<file path="config.mk">
export PLATFORM = sky130hd
export DESIGN_NAME = nnvo_front
export DESIGN_NICKNAME = d
export VERILOG_FILES = /design/src/rtl/core/nnvo_pkg.sv /design/src/rtl/core/nnvo_front.sv
export SDC_FILE = /design/constraint.sdc
export NUM_CORES = 1
export LEC_CHECK = 0
export ABC_AREA = 0
export BUFFER_PORTS_ARGS = -buffer_cell sky130_fd_sc_hd__clkbuf_2
export CAP_MARGIN = 5
export CORE_AREA = 4 4 106 108
export DETAILED_ROUTE_END_ITERATION = 7
export DIE_AREA = 0 0 110 112
export SYNTH_ARGS = -nofsm -noshare
export SYNTH_HDL_FRONTEND = slang
export SYNTH_SLANG_ARGS = --single-unit
</file>
<file path="constraint.sdc">
create_clock -name clk -period 8.75 [get_ports clk]
set_input_delay 1.75 -clock clk [delete_from_list [all_inputs] [get_ports clk]]
set_output_delay 1.75 -clock clk [all_outputs]
set_load 0.05 [all_outputs]
</file>
<file path="src/rtl/core/nnvo_pkg.sv">
`timescale 1ns / 1ps
`default_nettype none
// ----------------------------------------------------------------------------
// nnvo_pkg: shared types and constants of the nearest-neighbor visit order
// Sizes of the point store and coordinates, command words, state encodings.
// ----------------------------------------------------------------------------
package nnvo_pkg;

	localparam int MAX_POINTS  = 64;
	localparam int COORD_BITS  = 16;
	localparam int IDX_W       = $clog2(MAX_POINTS);
	localparam int CNT_W       = IDX_W + 1;

	// Stream field widths, fixed by the interface.
	localparam int FIELD_W     = 16;
	localparam int RANK_W      = 6;
	localparam int SRC_W       = 6;
	localparam int IN_TDATA_W  = 3 * FIELD_W;
	localparam int OUT_PLD_W   = RANK_W + SRC_W + 3 * FIELD_W;
	localparam int OUT_TDATA_W = ((OUT_PLD_W + 7) / 8) * 8;

	// Exact squared distance: difference, square, sum of three squares.
	localparam int DIFF_W      = COORD_BITS + 1;
	localparam int SQ_W        = 2 * DIFF_W;
	localparam int DIST_W      = SQ_W + 2;

	localparam int QUEUE_DEPTH = 2;
	localparam int QPTR_W      = $clog2(QUEUE_DEPTH);
	localparam int QCNT_W      = QPTR_W + 1;

	localparam logic OP_SET_START  = 1'b0;
	localparam logic OP_LOAD_POINT = 1'b1;

	typedef logic [COORD_BITS-1:0] coord_t;

	typedef struct packed {
		coord_t z;
		coord_t y;
		coord_t x;
	} point_t;

	localparam int POINT_W = $bits(point_t);

	typedef enum logic [1:0] {
		CMD_START,
		CMD_LOAD,
		CMD_LOAD_FINAL
	} cmd_kind_t;

	typedef struct packed {
		cmd_kind_t kind;
		point_t    pos;
	} cmd_t;

	typedef enum logic [1:0] {
		BK_IDLE,
		BK_SCAN,
		BK_EMIT
	} back_state_t;

endpackage
`default_nettype wire

</file>
<file path="src/rtl/core/nnvo_front.sv">
`timescale 1ns / 1ps
`default_nettype none
// ----------------------------------------------------------------------------
// nnvo_front: input word decode and command queue
// Turns each accepted input word into a command and holds it in a short
// queue until the ordering engine takes it.
// ----------------------------------------------------------------------------
module nnvo_front import nnvo_pkg::*; (
	input  wire logic                  clk,
	input  wire logic                  arst_n,
	input  wire logic                  s_tvalid,
	output logic                       s_tready,
	input  wire logic [IN_TDATA_W-1:0] s_tdata,  // pos_x, pos_y, pos_z
	input  wire logic                  s_tuser,  // opcode
	input  wire logic                  s_tlast,  // final_point
	output logic                       q_valid,
	input  wire logic                  q_ready,
	output cmd_t                       q_cmd
);

	cmd_t              fifo_q [QUEUE_DEPTH];
	logic [QPTR_W-1:0] wr_ptr_q;
	logic [QPTR_W-1:0] rd_ptr_q;
	logic [QCNT_W-1:0] fill_q;
	cmd_t              cmd_in;
	logic              push;
	logic              pop;

	// Only the low COORD_BITS of each field are significant.
	always_comb begin
		cmd_in.pos.x = s_tdata[COORD_BITS-1:0];
		cmd_in.pos.y = s_tdata[FIELD_W +: COORD_BITS];
		cmd_in.pos.z = s_tdata[2*FIELD_W +: COORD_BITS];
		if (s_tuser == OP_SET_START) begin
			cmd_in.kind = CMD_START;
		end else if (s_tlast) begin
			cmd_in.kind = CMD_LOAD_FINAL;
		end else begin
			cmd_in.kind = CMD_LOAD;
		end
	end

	assign s_tready = (fill_q != QCNT_W'(QUEUE_DEPTH));
	assign q_valid  = (fill_q != '0);
	assign q_cmd    = fifo_q[rd_ptr_q];
	assign push     = s_tvalid && s_tready;
	assign pop      = q_valid && q_ready;

	always_ff @(posedge clk) begin
		if (push) begin
			fifo_q[wr_ptr_q] <= cmd_in;
		end
	end

	always_ff @(posedge clk or negedge arst_n) begin
		if (!arst_n) begin
			wr_ptr_q <= '0;
			rd_ptr_q <= '0;
			fill_q   <= '0;
		end else begin
			if (push) begin
				wr_ptr_q <= wr_ptr_q + 1'b1;
			end
			if (pop) begin
				rd_ptr_q <= rd_ptr_q + 1'b1;
			end
			if (push && !pop) begin
				fill_q <= fill_q + 1'b1;
			end else if (pop && !push) begin
				fill_q <= fill_q - 1'b1;
			end
		end
	end

endmodule
`default_nettype wire

</file>
Word level (Yosys, flattened, before mapping)
Memory sizes are Yosys's and may differ from the RTL's. Index checks and enable logic that the tools add are counted.

Register bits: 4. Bits in latches: 0. RAM bits: 100. Bits in read-only memories: 0. Input bits: 54. Output and inout port bits: 52. Logic and storage cells: 23. Memories kept: 1.

Memory list: fifo_q (words 2, bits a word 50, read ports 1, clocked after Yosys merged registers in 0, write ports 1, line nnvo_front.sv:21) `cmd_t fifo_q [QUEUE_DEPTH];`.

$add $sub $neg: 4. Multiply operators: 0. Div/mod/pow operators: 0. $lt $le $gt $ge: 0. Eq/ne operators: 1. Shift operators: 0. Multiplexer cells: 6. Bitwise operators: 0. Reduce and logical (&&, ||, !) cells: 8.

Operator list (count): 2-to-1 mux 2 bit (4); logical AND 1 bit (4); nonzero test 2 bit (2); adder 1 bit, second input constant (2); adder 2 x 1 -> 2 bit, second input constant (1); logical NOT 1 bit (2); 2-to-1 mux 1 bit (2); != test 2 bit, second input constant (1); subtractor 2 x 1 -> 2 bit, second input constant (1).

Logic depth before layout (Yosys ltp)
Depth after elaboration: 6. Depth in mapped cells: 7. Gate-level depth less buffers: 7.

Worst setup path after synthesis
Ideal clock, no wire load.

Path kind: input-to-reg. From: input s_tvalid. To: memory fifo_q[0][0] (netlist bit) (enable). Library setup time: 0.458 ns. Arrival: 3.962 ns. Required time: 8.292 ns. Slack: 4.330 ns. Stages: 2. Path buffers: 0. Cell sequence: nand2_1 > nor2_1.

Word-level cells in the longest chain between the ends: 3.

RTL lines: start, declared (line nnvo_front.sv:11) `input wire logic s_tvalid,`; logical AND 1 bit (line nnvo_front.sv:46) `assign push = s_tvalid && s_tready;`; 2-to-1 mux 1 bit (line nnvo_front.sv:50) `if (push) begin`; 2-to-1 mux 1 bit (not written as such) (line nnvo_front.sv:51) `fifo_q[wr_ptr_q] <= cmd_in;`; end, declared (line nnvo_front.sv:21).

No other way between the ends.

==> reports/metrics.csv <==
metric;value;unit
Initial Util;0.398;
power share of the clock group;0.183;
Yosys reg bits;104;
Period minus WS final;3.85;ns
CP endpoint kind;output port;
Clock Root Buffer;clkbuf_8;
M2 GR Usage;0.185;
drt pass-1 iters;4;
Finished Core Util;0.482;
global placement routability congestion;0.703;
Layout Area Growth over Synthesis;21.2;%
Arr. time, crit path;2.10;ns
Post-CTS Hold Buffers;0;
Cell Rows;37;
Pwr Total;1950;µW
commonest cells after routing, fill and taps aside;clkbuf_2 (105), edfxtp_1 (100), mux2_4 (49), clkbuf_8 (9);
Top Usage Layer GRT;met2;
P_int;1150;µW
slowest cell delay on critical path;1.08;ns
WP buf/inv;1;
latest clock arrival within the worst-skew pair;0.36;ns
layout cells sized above 1;0.601;
clk buf depth;2;
diodes inserted;0;
Setup crit start;rd_ptr_q;
fin. max-slew vios;0;
initial drt markers;58;
DR vias/cell;4.48;
crit path max-delay cell type;dfrtp_4;
Mapped Avg Cell Area;23.1;µm²
Pleak;0.00201;µW
wire per inst;15.4;µm
crit path max fanout;51;
crit path kind;flip-flop to output port;
nature of the critical path startpoint;flip-flop;
mapped cell area;4070;µm²
final setup fails;0;
global-route wire length before repair;10200;µm
Final Hold Viols;0;
worst slew pin tran;0.967;ns
Ports;106;
Max VDD drop;0.000191;V
syn_nets;231;
# Post-CTS Setup Buffers;0;
final-stage net count;343;
Synth Warn #;0;
final hold slack;0.503;ns
top post-synthesis cells by area;edfxtp_1 (74%), mux2_4 (18%), buf_12 (2.5%);
switching pwr;797;µW
sequential area share after synthesis;0.763;
GR Util met3;0.0354;
commonest non-fill, non-tap cell in the layout;clkbuf_2;
R2R Path Start;fill_q[0];
unrepaired setup endpoints after global routing;false;
post_cts resized;0;
Hold Startpoint;fill_q[1];
Max Clk Rate;260;MHz
worst path required time;7.00;ns
antenna violations before repair;0;
gr ovfl total;0;
switch share;0.409;
Slew HR;0.355;
Die ar.;12300;µm²
pwr/cell area;395;nW/µm²
Die Span Y;112;µm
pin count of the biggest net entering global routing;52;
largest area contributor in the netlist;edfxtp_1;
dpl cells;413;
Top delay family on crit path;flip-flops;
DRT antenna net count;0;
CTS sink count;104;
Die X;110;µm
TNS Setup;0;ns
Post-Synthesis Cells;176;
DRC;0;
core area;10200;µm²
status;completed;
worst path cell trace;mux2_2 -> clkbuf_2;
CTS Buf Count;9;
max cap viols;0;
clock skew;0.00843;ns
Post-Route WL;6600;µm
Flop pwr share;0.399;
gr usage total;0.110;
Vias;1924;
GRT met1 Usage;0.128;
CTS H-tree lvls;3;
Port Buffer Count;105;
Yosys top cell area share;0.738;
combinational power share;0.419;
vias in the first global route;2104;
CTS tree;yes;
Tightest Hold Check Type;flip-flop to flip-flop;
clock slew at reported path FFs;0.10;ns
fin cells;429;
fin crit share;0.440;
count of cell types in the netlist;17;
==> registers in the layout (all words and copies together), names as in the netlist <==
| signal | cells |
|---|---|
| fifo_q | 100 |
| fill_q | 2 |
| rd_ptr_q | 1 |
| wr_ptr_q | 1 |
==> layout make-up <==
| type | instances | area, µm² |
|---|---|---|
| fillers | 911 | 5300 |
| flip-flops and latches | 104 | 3110 |
| multi-input cells | 65 | 858 |
| repair buffers | 107 | 541 |
| well taps | 136 | 170 |
| clock inverters | 7 | 125 |
| clock buffers | 9 | 124 |
| inverters | 1 | 3.75 |
==> metrics by stage <==
stage          instance area [µm²]  setup slack (ns)
2_1_floorplan                 4070              4.33
3_3_place_gp                  4680              5.23
3_5_place_dp                  4680              5.23
4_1_cts                       4930              4.81
5_1_grt                       4930              4.77
6_report                      4930              4.90
==> power by group through the flow <==
stage / combinational [µW] / sequential, µW / clock [µW]
CTS: 831 / 783 / 368
global route: 857 / 794 / 388
global placement: 827 / 789 / 0
floorplan: 778 / 722 / 0
finish: 815 / 776 / 356
detailed placement: 829 / 794 / 0
==> worst paths after layout <==
kind                                       to  slack [ns]  depth (start not counted)
worst min-delay path                fill_q[1]        0.50                          1
worst max-delay path                q_cmd[30]        4.90                          2
worst max register to register  fifo_q[0][39]        6.60                          4
max in group asynchronous            rd_ptr_q        7.43                          1
worst min register to register      fill_q[1]        0.50                          1
min in group asynchronous            wr_ptr_q        1.18                          1
==> cell families (layout without fill, tap and decap cells) <==
logic type,after synthesis,in the layout,synth area share
xor gates and xnor gates,5,5,0.0108
adders and majority gates,1,1,0.00308
buffers and inverters,7,124,0.0283
DFF,104,104,0.763
muxes,50,50,0.184
and+or+nand+nor,9,9,0.0114
==> Yosys cell counts (all sizes together) <==
library cell	count
edfxtp	100
mux2	50
buf	6
dfrtp	4
xnor2	3
nand2	2
nor2	2
xor2	2
and2	1
and3	1
ha	1
inv	1
nand2b	1
nor2b	1
or2	1
==> metal layers <==
metal / wire [µm] / share of wire / vias to the layer above
li1: - / - / 902
met1: 2760 / 0.42 / 939
met2: 3200 / 0.49 / 72
met3: 523 / 0.079 / 11
met4: 115 / 0.017 / 0
met5: 0 / 0 / -
(Power assumes the default switching activity.)
